===== src/weekly_recurrence_match_top_defines.svh =====
// assertion macros for the weekly recurrence match block
// used by weekly_recurrence_match_top; expects clk_i and rst_ni in scope
`ifndef WEEKLY_RECURRENCE_MATCH_TOP_DEFINES_SVH
`define WEEKLY_RECURRENCE_MATCH_TOP_DEFINES_SVH

// same-cycle implication, off during reset
`define WRM_ASSERT_IMPL(lbl, ante, cons) \
  lbl: assert property (@(posedge clk_i) disable iff (!rst_ni) (ante) |-> (cons)) \
    else $error("wrm: same-cycle check failed");

// next-cycle implication, off during reset
`define WRM_ASSERT_NEXT(lbl, ante, cons) \
  lbl: assert property (@(posedge clk_i) disable iff (!rst_ni) (ante) |=> (cons)) \
    else $error("wrm: next-cycle check failed");

`endif


===== src/wrm_pkg.sv =====
// shared widths, register indexes, tables and types of the recurrence matcher
// no dependencies
`default_nettype none

package wrm_pkg;

  localparam int YearW    = 14;
  localparam int MonthW   = 4;
  localparam int DayW     = 5;
  localparam int WdayW    = 3;
  localparam int IvW      = 8;
  localparam int CfgIdxW  = 3;
  localparam int CfgDataW = 14;
  localparam int DateW    = YearW + MonthW + DayW;

  // day count datapath
  localparam int YyW         = YearW + 1;
  localparam int DoyW        = 9;
  localparam int DnW         = 23;
  localparam int NumDnStages = 3;
  localparam int DaysPerYear = 365;
  localparam int YearBias    = 400;
  localparam int WdnBias     = 2;
  localparam int DaysPerWeek = 7;
  localparam int Div25Mul    = 2622;
  localparam int Div25Shift  = 16;
  localparam int Div25InW    = 13;
  localparam int Div25OutW   = 9;
  localparam int Div25ProdW  = Div25InW + 12;

  // remainder chain: one cell per bit of the day difference
  localparam int NumCells = DnW;
  localparam int RemW     = 11;

  // register indexes
  localparam logic [CfgIdxW-1:0] RegStartYear     = 3'd0;
  localparam logic [CfgIdxW-1:0] RegStartMonth    = 3'd1;
  localparam logic [CfgIdxW-1:0] RegStartDay      = 3'd2;
  localparam logic [CfgIdxW-1:0] RegEndYear       = 3'd3;
  localparam logic [CfgIdxW-1:0] RegEndMonth      = 3'd4;
  localparam logic [CfgIdxW-1:0] RegEndDay        = 3'd5;
  localparam logic [CfgIdxW-1:0] RegTargetWeekday = 3'd6;
  localparam logic [CfgIdxW-1:0] RegIntervalWeeks = 3'd7;

  // days from march 1 to the first of the month, march-based year
  localparam logic [DoyW-1:0] DoyBase [16] = '{
    9'd275, 9'd306, 9'd337, 9'd0,   9'd31,  9'd61,  9'd92,  9'd122,
    9'd153, 9'd184, 9'd214, 9'd245, 9'd275, 9'd306, 9'd337, 9'd0
  };

  typedef struct packed {
    logic             hit;
    logic             neg;
    logic [DnW-1:0]   diff;
    logic [DnW-1:0]   wdn;
    logic [RemW-1:0]  rem_w;
    logic [WdayW-1:0] rem_d;
  } wrm_word_t;

  // exact floor(x / 25) for x below 4681
  function automatic logic [Div25OutW-1:0] div25(input logic [Div25InW-1:0] x);
    logic [Div25ProdW-1:0] p;
    p = Div25ProdW'(x) * Div25ProdW'(Div25Mul);
    return p[Div25Shift +: Div25OutW];
  endfunction

endpackage

`default_nettype wire


===== src/wrm_query_if.sv =====
// query channel: valid/ready handshake carrying one calendar date
// depends on wrm_pkg
`default_nettype none

interface wrm_query_if;
  import wrm_pkg::*;

  logic              valid;
  logic              ready;
  logic [YearW-1:0]  query_year;
  logic [MonthW-1:0] query_month;
  logic [DayW-1:0]   query_day;

  modport source (output valid, output query_year, output query_month,
                  output query_day, input ready);
  modport sink   (input valid, input query_year, input query_month,
                  input query_day, output ready);
endinterface

`default_nettype wire


===== src/wrm_result_if.sv =====
// result channel: valid/ready handshake carrying the match flag
// no dependencies
`default_nettype none

interface wrm_result_if;
  logic valid;
  logic ready;
  logic occurs;

  modport source (output valid, output occurs, input ready);
  modport sink   (input valid, input occurs, output ready);
endinterface

`default_nettype wire


===== src/weekly_recurrence_match_top.sv =====
// Weekly recurrence matcher: one date in, one match flag out, one word per
// clock cycle sustained while the result side is ready. A date passes the
// day count stages, a stage forming the day difference from the start date,
// 23 remainder cells (one per bit of the 23-bit day number, each reducing by
// seven and by seven times the interval), and the output register. Every
// stage holds its word only while the next one is full, so dates keep
// flowing into empty slots while a result waits to be taken. Configuration
// is written through cfg_wdata_i / cfg_idx_i / cfg_we_i; the user must
// write it only while the block holds no word (the block does not check).
// Depends on wrm_pkg, wrm_query_if, wrm_result_if, wrm_daynum, wrm_cell.
`default_nettype none
`include "weekly_recurrence_match_top_defines.svh"

module weekly_recurrence_match_top (
  input  logic                           clk_i,
  input  logic                           rst_ni,
  input  logic                           cfg_we_i,
  input  logic [wrm_pkg::CfgIdxW-1:0]    cfg_idx_i,
  input  logic [wrm_pkg::CfgDataW-1:0]   cfg_wdata_i,
  wrm_query_if.sink                      query_i,
  wrm_result_if.source                   result_o
);
  import wrm_pkg::*;

  // configuration registers
  logic [YearW-1:0]  start_year_q, end_year_q;
  logic [MonthW-1:0] start_month_q, end_month_q;
  logic [DayW-1:0]   start_day_q, end_day_q;
  logic [WdayW-1:0]  target_q;
  logic [IvW-1:0]    interval_q;
  logic [RemW-1:0]   div_d, div_q;

  always_ff @(posedge clk_i or negedge rst_ni) begin
    if (!rst_ni) begin
      start_year_q  <= '0;
      start_month_q <= MonthW'(1);
      start_day_q   <= DayW'(1);
      end_year_q    <= '0;
      end_month_q   <= MonthW'(1);
      end_day_q     <= DayW'(1);
      target_q      <= '0;
      interval_q    <= IvW'(1);
    end else if (cfg_we_i) begin
      case (cfg_idx_i)
        RegStartYear:     start_year_q  <= cfg_wdata_i[YearW-1:0];
        RegStartMonth:    start_month_q <= cfg_wdata_i[MonthW-1:0];
        RegStartDay:      start_day_q   <= cfg_wdata_i[DayW-1:0];
        RegEndYear:       end_year_q    <= cfg_wdata_i[YearW-1:0];
        RegEndMonth:      end_month_q   <= cfg_wdata_i[MonthW-1:0];
        RegEndDay:        end_day_q     <= cfg_wdata_i[DayW-1:0];
        RegTargetWeekday: target_q      <= cfg_wdata_i[WdayW-1:0];
        RegIntervalWeeks: interval_q    <= cfg_wdata_i[IvW-1:0];
        default: ;
      endcase
    end
  end

  // whole weeks are a multiple of the interval when the day difference
  // modulo seven intervals is below seven
  assign div_d = {interval_q, 3'b000} - {3'b000, interval_q};

  always_ff @(posedge clk_i or negedge rst_ni) begin
    if (!rst_ni) begin
      div_q <= RemW'(DaysPerWeek);
    end else begin
      div_q <= div_d;
    end
  end

  // range test on raw fields, year then month then day
  logic [DateW-1:0] s_cat, e_cat, q_cat;
  logic             hit_d;

  assign s_cat = {start_year_q, start_month_q, start_day_q};
  assign e_cat = {end_year_q, end_month_q, end_day_q};
  assign q_cat = {query_i.query_year, query_i.query_month, query_i.query_day};
  assign hit_d = (start_year_q != '0) && (end_year_q != '0)
              && (s_cat <= q_cat) && (q_cat <= e_cat);

  // front stages: three day count stages and the difference stage
  localparam int NumFront = NumDnStages + 1;

  logic [NumFront-1:0]    v_q, stg_rdy;
  logic [NumDnStages-1:0] hit_q;
  logic [DnW-1:0]         qdn, sdn;
  logic [DnW:0]           diff_full;
  wrm_word_t              p4_word_q;

  logic                   cell_v   [NumCells+1];
  wrm_word_t              cell_w   [NumCells+1];
  logic                   cell_rdy [NumCells+1];
  logic                   out_rdy;

  always_comb begin
    stg_rdy[NumFront-1] = !v_q[NumFront-1] || cell_rdy[0];
    for (int k = NumFront - 2; k >= 0; k--) begin
      stg_rdy[k] = !v_q[k] || stg_rdy[k+1];
    end
  end

  assign query_i.ready = stg_rdy[0];

  always_ff @(posedge clk_i or negedge rst_ni) begin
    if (!rst_ni) begin
      v_q <= '0;
    end else begin
      if (stg_rdy[0]) begin
        v_q[0] <= query_i.valid;
      end
      for (int k = 1; k < NumFront; k++) begin
        if (stg_rdy[k]) begin
          v_q[k] <= v_q[k-1];
        end
      end
    end
  end

  wrm_daynum u_query_dn (
    .clk_i   (clk_i),
    .adv_i   (stg_rdy[NumDnStages-1:0]),
    .year_i  (query_i.query_year),
    .month_i (query_i.query_month),
    .day_i   (query_i.query_day),
    .dn_o    (qdn)
  );

  // start day count follows the configuration registers
  wrm_daynum u_start_dn (
    .clk_i   (clk_i),
    .adv_i   ('1),
    .year_i  (start_year_q),
    .month_i (start_month_q),
    .day_i   (start_day_q),
    .dn_o    (sdn)
  );

  assign diff_full = {1'b0, qdn} - {1'b0, sdn};

  always_ff @(posedge clk_i) begin
    if (stg_rdy[0]) begin
      hit_q[0] <= hit_d;
    end
    for (int k = 1; k < NumDnStages; k++) begin
      if (stg_rdy[k]) begin
        hit_q[k] <= hit_q[k-1];
      end
    end
    if (stg_rdy[NumFront-1]) begin
      p4_word_q.hit   <= hit_q[NumDnStages-1];
      p4_word_q.neg   <= diff_full[DnW];
      p4_word_q.diff  <= diff_full[DnW-1:0];
      p4_word_q.wdn   <= qdn + DnW'(WdnBias);
      p4_word_q.rem_w <= '0;
      p4_word_q.rem_d <= '0;
    end
  end

  assign cell_v[0] = v_q[NumFront-1];
  assign cell_w[0] = p4_word_q;

  // remainder chain
  for (genvar i = 0; i < NumCells; i++) begin : g_cell
    wrm_cell u_cell (
      .clk_i       (clk_i),
      .rst_ni      (rst_ni),
      .div_i       (div_q),
      .in_valid_i  (cell_v[i]),
      .in_word_i   (cell_w[i]),
      .in_ready_o  (cell_rdy[i]),
      .out_valid_o (cell_v[i+1]),
      .out_word_o  (cell_w[i+1]),
      .out_ready_i (cell_rdy[i+1])
    );
  end

  // output register
  wrm_word_t last_w;
  logic      wday_ok, week_ok, occurs_d;
  logic      ov_q, occurs_q;

  assign last_w   = cell_w[NumCells];
  assign wday_ok  = (last_w.rem_d == target_q);
  assign week_ok  = (interval_q <= IvW'(1))
                 || (!last_w.neg && (last_w.rem_w < RemW'(DaysPerWeek)));
  assign occurs_d = last_w.hit && wday_ok && week_ok;

  assign out_rdy            = !ov_q || result_o.ready;
  assign cell_rdy[NumCells] = out_rdy;

  always_ff @(posedge clk_i or negedge rst_ni) begin
    if (!rst_ni) begin
      ov_q <= 1'b0;
    end else if (out_rdy) begin
      ov_q <= cell_v[NumCells];
    end
  end

  always_ff @(posedge clk_i) begin
    if (out_rdy && cell_v[NumCells]) begin
      occurs_q <= occurs_d;
    end
  end

  assign result_o.valid  = ov_q;
  assign result_o.occurs = occurs_q;

  // checks
  `WRM_ASSERT_IMPL(a_ready_when_free, !v_q[0], query_i.ready)
  `WRM_ASSERT_IMPL(a_occurs_needs_rule, result_o.valid && result_o.occurs, start_year_q != '0 && end_year_q != '0)
  `WRM_ASSERT_NEXT(a_result_lands, cell_v[NumCells] && out_rdy, result_o.valid)

endmodule

`default_nettype wire


===== src/wrm_daynum.sv =====
// three-stage linear day count of the proleptic gregorian calendar
// depends on wrm_pkg
`default_nettype none

module wrm_daynum (
  input  logic                         clk_i,
  input  logic [wrm_pkg::NumDnStages-1:0] adv_i,
  input  logic [wrm_pkg::YearW-1:0]    year_i,
  input  logic [wrm_pkg::MonthW-1:0]   month_i,
  input  logic [wrm_pkg::DayW-1:0]     day_i,
  output logic [wrm_pkg::DnW-1:0]      dn_o
);
  import wrm_pkg::*;

  logic                  jan_feb;
  logic [YyW-1:0]        yy_d, yy_q;
  logic [DoyW-1:0]       doy_d, doy_q, doy2_q;
  logic [DnW:0]          y365_prod;
  logic [DnW-1:0]        y365_q;
  logic [Div25InW-1:0]   y4_d, y4_q;
  logic [Div25OutW-1:0]  y100_q, y400_q;
  logic [DnW-1:0]        dn_d, dn_q;

  // stage 1: march-based year and day of year
  always_comb begin
    jan_feb = (month_i <= 4'd2);
    yy_d    = YyW'(year_i) + YyW'(YearBias) - YyW'(jan_feb);
    doy_d   = DoyBase[month_i] + DoyW'(day_i);
  end

  // stage 2: year terms
  assign y365_prod = (DnW+1)'(yy_q) * (DnW+1)'(DaysPerYear);
  assign y4_d      = yy_q[YyW-1:2];

  // stage 3: sum of terms
  assign dn_d = y365_q + DnW'(y4_q) - DnW'(y100_q) + DnW'(y400_q) + DnW'(doy2_q);

  always_ff @(posedge clk_i) begin
    if (adv_i[0]) begin
      yy_q  <= yy_d;
      doy_q <= doy_d;
    end
    if (adv_i[1]) begin
      y365_q <= y365_prod[DnW-1:0];
      y4_q   <= y4_d;
      y100_q <= div25(y4_d);
      y400_q <= div25(Div25InW'(yy_q[YyW-1:4]));
      doy2_q <= doy_q;
    end
    if (adv_i[2]) begin
      dn_q <= dn_d;
    end
  end

  assign dn_o = dn_q;

endmodule

`default_nettype wire


===== src/wrm_cell.sv =====
// one cell of the remainder chain: takes the top bit of the day difference
// and of the biased day number into two running remainders; depends on wrm_pkg
`default_nettype none

module wrm_cell (
  input  logic                  clk_i,
  input  logic                  rst_ni,
  input  logic [wrm_pkg::RemW-1:0] div_i,
  input  logic                  in_valid_i,
  input  wrm_pkg::wrm_word_t    in_word_i,
  output logic                  in_ready_o,
  output logic                  out_valid_o,
  output wrm_pkg::wrm_word_t    out_word_o,
  input  logic                  out_ready_i
);
  import wrm_pkg::*;

  logic             valid_q;
  wrm_word_t        word_d, word_q;
  logic [RemW:0]    rw;
  logic [WdayW:0]   rd;

  always_comb begin
    rw = {in_word_i.rem_w, in_word_i.diff[DnW-1]};
    if (rw >= {1'b0, div_i}) begin
      rw = rw - {1'b0, div_i};
    end
    rd = {in_word_i.rem_d, in_word_i.wdn[DnW-1]};
    if (rd >= (WdayW+1)'(DaysPerWeek)) begin
      rd = rd - (WdayW+1)'(DaysPerWeek);
    end
    word_d       = in_word_i;
    word_d.rem_w = rw[RemW-1:0];
    word_d.rem_d = rd[WdayW-1:0];
    word_d.diff  = {in_word_i.diff[DnW-2:0], 1'b0};
    word_d.wdn   = {in_word_i.wdn[DnW-2:0], 1'b0};
  end

  assign in_ready_o = !valid_q || out_ready_i;

  always_ff @(posedge clk_i or negedge rst_ni) begin
    if (!rst_ni) begin
      valid_q <= 1'b0;
    end else if (in_ready_o) begin
      valid_q <= in_valid_i;
    end
  end

  always_ff @(posedge clk_i) begin
    if (in_ready_o && in_valid_i) begin
      word_q <= word_d;
    end
  end

  assign out_valid_o = valid_q;
  assign out_word_o  = word_q;

endmodule

`default_nettype wire


===== src/flat_wrapper.sv =====
// flat-port wrapper written by rule: the top's interface ports become plain ports
module weekly_recurrence_match_top_flat import wrm_pkg::*;
  (clk_i, rst_ni, cfg_we_i, cfg_idx_i, cfg_wdata_i, query_i_valid, query_i_query_year, query_i_query_month, query_i_query_day, query_i_ready, result_o_valid, result_o_occurs, result_o_ready);
  wrm_query_if query_i_i ();
  wrm_result_if result_o_i ();
  input  logic clk_i;
  input  logic rst_ni;
  input  logic cfg_we_i;
  input  logic [wrm_pkg::CfgIdxW-1:0] cfg_idx_i;
  input  logic [wrm_pkg::CfgDataW-1:0] cfg_wdata_i;
  input wire logic [$bits(query_i_i.valid)-1:0] query_i_valid;
  input wire logic [$bits(query_i_i.query_year)-1:0] query_i_query_year;
  input wire logic [$bits(query_i_i.query_month)-1:0] query_i_query_month;
  input wire logic [$bits(query_i_i.query_day)-1:0] query_i_query_day;
  output wire logic [$bits(query_i_i.ready)-1:0] query_i_ready;
  output wire logic [$bits(result_o_i.valid)-1:0] result_o_valid;
  output wire logic [$bits(result_o_i.occurs)-1:0] result_o_occurs;
  input wire logic [$bits(result_o_i.ready)-1:0] result_o_ready;
  assign query_i_i.valid = query_i_valid;
  assign query_i_i.query_year = query_i_query_year;
  assign query_i_i.query_month = query_i_query_month;
  assign query_i_i.query_day = query_i_query_day;
  assign query_i_ready = query_i_i.ready;
  assign result_o_valid = result_o_i.valid;
  assign result_o_occurs = result_o_i.occurs;
  assign result_o_i.ready = result_o_ready;
  weekly_recurrence_match_top u_core (.clk_i(clk_i), .rst_ni(rst_ni), .cfg_we_i(cfg_we_i), .cfg_idx_i(cfg_idx_i), .cfg_wdata_i(cfg_wdata_i), .query_i(query_i_i), .result_o(result_o_i));
endmodule

===== config.mk =====
export PLATFORM = sky130hd
export DESIGN_NAME = weekly_recurrence_match_top_flat
export DESIGN_NICKNAME = d
export VERILOG_FILES = /design/src/wrm_pkg.sv /design/src/wrm_query_if.sv /design/src/wrm_result_if.sv /design/src/weekly_recurrence_match_top.sv /design/src/wrm_daynum.sv /design/src/wrm_cell.sv /design/src/flat_wrapper.sv
export VERILOG_INCLUDE_DIRS = /design/src /design/src/src
export SDC_FILE = /design/constraint.sdc
export NUM_CORES = 2
export LEC_CHECK = 0
export BUFFER_PORTS_ARGS = -buffer_cell sky130_fd_sc_hd__buf_2
export CAP_MARGIN = 10
export CORE_MARGIN = 8
export CORE_UTILIZATION = 55
export DETAILED_ROUTE_END_ITERATION = 8
export PLACE_DENSITY = 0.67
export SLEW_MARGIN = 10
export SYNTH_ARGS = -nofsm -noshare
export SYNTH_HDL_FRONTEND = slang
export SYNTH_SLANG_ARGS = --single-unit

===== constraint.sdc =====
create_clock -name clk_i -period 6.5 [get_ports clk_i]
set_clock_uncertainty 0.2 [all_clocks]
set_input_delay 0.325 -clock clk_i [delete_from_list [all_inputs] [get_ports clk_i]]
set_output_delay 0.325 -clock clk_i [all_outputs]
set_load 0.01 [all_outputs]

Word-level counts from Yosys, hierarchy flattened
Memories as Yosys holds them, arrays and structs flattened.
Cells that the tools add are included.
Widths: inputs -> output; s select.
Word-level totals
  flip-flop bits (word level): 1238
  latch bits: 0
  RAM bits: 0
  memory bits (read-only): 288
  output and inout bits: 3
  word-level logic and storage cells: 483
  memories: 2
Operators by class
  $add $sub $neg: 63
  $mul: 6
  div/mod/pow operators: 0
  magnitude comparators: 54
  equality and inequality tests: 8
  shifts and indexed selects: 0
  mux-type cells: 50
  bitwise logic cells: 2
  reduce and logical (&&, ||, !) cells: 99
Memories
  (name not given): words 16, width 9, rd ports 1, clocked after Yosys merged registers in 0, write ports 0, RTL line wrm_daynum.sv:28  | doy_d = DoyBase[month_i] + DoyW'(day_i);
  (name not given): words 16, width 9, rd ports 1, clocked after Yosys merged registers in 0, write ports 0, RTL line wrm_daynum.sv:28
Operator list (count)
  $ge 12x11->1: 22
  $mux 11: 22
  $sub 11x11->11: 22
  $ge 4x3->1 const B: 22
  $mux 3: 22
  $sub 3x3->3 const B: 22
  $mul 13x11->24 const B: 2
  $add 23x13->23: 2
  $add 23x7->23: 2
  $add 23x9->23: 2
  $le 23x23->1: 2
  $mul 15x9->23 const B: 2
  $sub 23x9->23: 2
  $mul 11x11->22 const B: 2
  $mux 9: 4
  $add 14x9->15 const B: 2
  $logic_and 1x1->1: 30
  $sub 15x1->15: 2
  $logic_not 1->1: 29
  $logic_or 1x1->1: 29
  $reduce_bool 14->1: 2
  $sub 23x23->24: 1
  $add 23x2->23 const B: 1
  $add 9x5->9: 2
  17 further kinds: 32

Logic depth before layout (Yosys ltp)
  depth after elaboration: 29
  gate-level depth with buffers: 17
  mapped depth without buffers: 17

Cells and area by module
From an unflattened synthesis, not the netlist that was laid out.
Unflattened totals
  cell total of the unflattened synthesis: 7250
  area, all modules: 97451.0 um^2
By module, submodules not included
  wrm_cell: times used 23, cells an instance 182, area an instance 2821.5 um^2
  wrm_daynum (u_core.u_start_dn): times used 1, cells an instance 1192, area an instance 12594.6 um^2
  wrm_daynum (u_core.u_query_dn): times used 1, cells an instance 1174, area an instance 12470.7 um^2
  weekly_recurrence_match_top: times used 1, cells an instance 698, area an instance 7492.2 um^2

Worst setup path after synthesis
Ideal clock, no wire load.
  path kind: register -> register
  start: register u_core.u_query_dn.yy_q[10]
  end: register u_core.u_query_dn.y100_q[6] (data pin)
  library setup time: 0.264 ns
  data arrival time: 4.498 ns
  setup slack: 1.539 ns
  stages on the path, launching flop included: 13
  period minus slack after synthesis: 4.961 ns
  cells stage by stage: edfxtp_1 > fa_1 > ha_1 > fa_1 > fa_1 > fa_1 > ha_1 > a21o_1 > a211oi_1 > nand3_1 > a2111o_1 > a221oi_1 > xnor2_1
Between the ends
  word-level cells in the longest chain between the ends: 1
Ends and longest elaborated chain
  start: declaration: RTL line wrm_daynum.sv:16  | logic [YyW-1:0] yy_d, yy_q;
  start signal: assignment: RTL line wrm_daynum.sv:40  | yy_q <= yy_d;
  $mul 13x11->24: RTL line wrm_pkg.sv:63  | p = Div25ProdW'(x) * Div25ProdW'(Div25Mul);
  end signal: assignment: RTL line wrm_daynum.sv:46  | y100_q <= div25(y4_d);
  end: declaration: RTL line wrm_daynum.sv:21  | logic [Div25OutW-1:0] y100_q, y400_q;
Every way passes these cells.
A chain may end at the register's enable or synchronous reset.

Worst setup path in the final report
  start: register u_core.u_query_dn.yy_q[8]
  end: register u_core.u_query_dn.y400_q[4] (data pin)
Between the ends
  word-level cells in the longest chain between the ends: 1
Ends and longest elaborated chain
  $mul 11x11->22: RTL line wrm_pkg.sv:63
  end signal: assignment: RTL line wrm_daynum.sv:47  | y400_q <= div25(Div25InW'(yy_q[YyW-1:4]));
  end: declaration: RTL line wrm_daynum.sv:21
Every way passes these cells.

==> impl.org <==
** Finish
- 0 antenna diodes ended up in the layout.
- In the final layout, flip-flops and latches occupy 35500 um^2.
- Compared with the post-synthesis result, the final layout area differs by 11.0%.
- Layout cells sized above 1 :: 7.21%
- The multi-input combinational cells in the finished layout cover a total of 33100 um^2.
- For this run, the post-layout net count is 7156.
- Fill cells :: 10.2k

** Clock network
- H-tree level count :: 4
- Buffers inserted by post-CTS timing repair :: 0
- Total clock buffers created by CTS :: 137
- The cell sitting at the root of the clock tree is a sky130_fd_sc_hd__clkbuf_16.
- After clock tree synthesis, the clock-pin slew on the worst setup and hold paths is 50 ps.
- Number of sinks on the clock net :: 1235
- Longest Clk Path Bufs :: 3
- TritonCTS built the clock tree.
- At the later pin of the worst-skew pair, clock insertion delay measures 760 ps.

** Hold path
- The min-delay analysis places its worst path in the category input port to flop.

** Die
- The die covers 141000 um^2.
- The core region is 129000 um^2.
- The die is 376 um tall.
- Once the floorplan was initialized, standard cells occupied 55.2% of the core.
- Die extent in x :: 376 um
- I/O pin count :: 48
- The initialized floorplan defines 132 standard-cell rows.

** Synthesis
- The cell count after synthesis came out at 5767.
- The synthesized design contains 1235 register bits.
- Yosys mapped a number of flops with a built-in enable equal to 1031.
- Most used DFF post-synth :: sky130_fd_sc_hd__edfxtp_1
- Yosys warning total :: 0
- Post-synthesis average cell area :: 12.4 um^2
- Summing every instance area after synthesis gives 71300 um^2.
- Distinct cells, synth :: 92
- Sequential share of the synthesized area :: 49.8%
- Async set-reset flop share out of synthesis :: 7.77%
- Counting every net in the synthesized netlist gives 6907.

** Routing
- Wirelength per Cell :: 18.3 um
- Post-DRT Antenna Nets :: 0
- In this run, the number of DRC markers left after iteration 0 of detailed routing was 2622.
- DRT Pass-1 Iters :: 6
- Detailed-route vias per instance :: 5.53
- Summed over all layers, the routed wires come to 144000 um.
- The detailed router placed 43.6k vias in this run.
- In the routed design, unresolved DRC markers number 0.

** GRT
- The initial antenna violation count is 3.
- Global-route wire length before repair :: 232000 um
- Number of global-route vias before repair :: 44.3k
- Total grt overflow :: 0
- Entering global routing, the biggest net connects 58 pins.
- Across every metal layer, demand over resource in global routing totals 20.4%.

** Job
- Total of max-cap violations :: 0

** Setup path
- CP endpoint kind :: flop
- Kind of launch point of the worst setup path :: flop
- Critical setup path kind :: flop to flop
- Data arrival, critical path :: 5690 ps
- Of all nets on the critical path, the largest fanout is 10.
- Data on the critical path is required at its endpoint by 6770 ps.

** Placed design
- At the end of routability-driven placement, the weighted congestion stood at 0.956.
- Input and output buffers added on the ports amount to 47.
- Placed wire-length estimate after detailed placement :: 108000 um

** Timing
- Setup repair after global routing left no endpoint under its margin.
- Of the available clock period, the critical path in the final layout requires 83.3%.
- Setup violations remaining at the end of the flow were counted as 0.
- In this run the tightest slew margin relative to its limit is 25.0%.
- Hold slack final :: 62.4 ps
- Total Neg Setup Slack :: 0 ps
- Slew @ Worst Pin :: 1120 ps
- Minimum clock period :: 5410 ps
- Final Hold Fails :: 0
- Final Max Tran Viols :: 0
- Static timing analysis puts the maximum clock frequency at 185 MHz.

** Run status
- The flow ran to the end, and the final reports show no timing, DRC or antenna violations.
==> per-stage QoR <==
step	area [um^2]	setup WS, ps	utilization [%]	cells
final	79200	1090	61.3	7873
after floorplan	71300	1540	-	5767
after CTS	79200	1100	61.3	7873
after global routing	79200	772	61.3	7873
after global placement	74000	1170	57.3	7555
after detailed placement	74000	1090	57.3	7555
==> logic make-up after synthesis <==
| group | after synthesis | synth area share, % |
|---|---|---|
| DFF | 1235 | 49.8 |
| and+or+nand+nor | 1149 | 8.01 |
| adders and majority gates | 1095 | 22.3 |
| AOI/OAI and AO/OA | 1020 | 8.90 |
| buffers and inverters | 737 | 3.88 |
| xor gates and xnor gates | 354 | 4.35 |
| muxes | 177 | 2.71 |
==> final timing paths <==
path                                                 start                                   to  slack (ps)  cells after the start
worst max-delay path             u_core.u_query_dn.yy_q[8]          u_core.u_query_dn.y400_q[4]        1090                     14
worst min-delay path                 query_i_query_year[3]            u_core.u_query_dn.yy_q[6]          60                      4
worst max register to register   u_core.u_query_dn.yy_q[8]          u_core.u_query_dn.y400_q[4]        1090                     14
worst min register to register  u_core.u_start_dn.doy_q[6]          u_core.u_start_dn.doy2_q[6]         120                      0
max in group asynchronous                           rst_ni  u_core.g_cell[3].u_cell.out_valid_o        4690                      4
min in group asynchronous                           rst_ni                      u_core.div_q[0]         580                      3
==> cells in the final DEF (no fill, tap or decap), drive strengths merged, types with 81 or more instances in the layout <==
cell type	count
edfxtp	1031
ha	800
inv	692
nor2	391
a21oi	335
fa	295
o21ai	249
xnor2	228
nand2	180
clkbuf	172
mux2	131
xor2	126
dfxtp	108
nor2b	105
nor3	97
buf	96
dfrtp	88
nand3	81
==> final cells by class <==
| class | instances | share of cell area (%) |
|---|---|---|
| sequential | 1235 | 44.9 |
| inverter | 688 | 3.26 |
| tap | 1742 | 2.75 |
| timing repair buffer | 159 | 1.58 |
| clock buffer | 172 | 4.64 |
| clock inverter | 82 | 1.02 |
| multi-input combinational | 3795 | 41.9 |
==> layer usage <==
metal / global-route usage [%] / part of all wire [%] / up-vias
li1: - / - / 21300
met4: 7.28 / 3.5 / 0
met2: 35.9 / 50 / 837
met3: 3.12 / 4.0 / 270
met1: 25.7 / 42 / 21200
met5: 0 / 0 / -
==> worst max-delay path, stage by stage (launching register included) <==
cell,delay (ps)
sky130_fd_sc_hd__edfxtp_1,750
sky130_fd_sc_hd__fa_1,510
sky130_fd_sc_hd__ha_1,230
sky130_fd_sc_hd__fa_1,500
sky130_fd_sc_hd__fa_1,560
sky130_fd_sc_hd__inv_1,50
sky130_fd_sc_hd__fa_1,500
sky130_fd_sc_hd__inv_1,40
sky130_fd_sc_hd__ha_1,290
sky130_fd_sc_hd__o2111ai_1,110
sky130_fd_sc_hd__o31a_1,330
sky130_fd_sc_hd__o21ai_1,410
sky130_fd_sc_hd__nand3_1,210
sky130_fd_sc_hd__a311oi_1,370
sky130_fd_sc_hd__xor2_1,110
==> synthesized netlist by cell type, types with 72 or more instances <==
library cell | number | share of area [%]
sky130_fd_sc_hd__edfxtp_1 | 1031 | 43
sky130_fd_sc_hd__ha_1 | 800 | 14
sky130_fd_sc_hd__inv_1 | 687 | 3.6
sky130_fd_sc_hd__nor2_1 | 387 | 2.0
sky130_fd_sc_hd__a21oi_1 | 334 | 2.3
sky130_fd_sc_hd__fa_1 | 295 | 8.3
sky130_fd_sc_hd__xnor2_1 | 228 | 2.8
sky130_fd_sc_hd__nand2_1 | 179 | 0.94
sky130_fd_sc_hd__o21ai_0 | 179 | 1.3
sky130_fd_sc_hd__xor2_1 | 126 | 1.5
sky130_fd_sc_hd__dfxtp_1 | 108 | 3.0
sky130_fd_sc_hd__nor2b_1 | 105 | 0.92
sky130_fd_sc_hd__nor3_1 | 97 | 0.68
sky130_fd_sc_hd__dfrtp_1 | 88 | 3.1
sky130_fd_sc_hd__mux2_2 | 84 | 1.3
sky130_fd_sc_hd__nand3_1 | 80 | 0.56
sky130_fd_sc_hd__a21o_1 | 72 | 0.76
sky130_fd_sc_hd__nand4_1 | 72 | 0.63
==> registers in the layout, summed over array words and instances, names as in the netlist, 11 cells and up <==
name and count:
u_core.cell_w 48, u_core.div_q 11, u_core.end_year_q 14, u_core.g_cell.u_cell.out_valid_o 23, u_core.g_cell.u_cell.out_word_o 871, u_core.start_year_q 14
u_core.u_query_dn.dn_o 23, u_core.u_query_dn.y365_q 23, u_core.u_query_dn.y4_q 13, u_core.u_query_dn.yy_q 15, u_core.u_start_dn.dn_o 23, u_core.u_start_dn.y365_q 23
u_core.u_start_dn.y4_q 13, u_core.u_start_dn.yy_q 15
==> timing repair <==
item	in CTS	in global routing
resized for setup	0	0
hold endpoints to repair	124	0
hold buffers	64	0
setup endpoints to repair	0	0
Power is left out: the tool's default activity adds up to more than one toggle a clock period on the data nets, which glitch-free logic cannot reach.
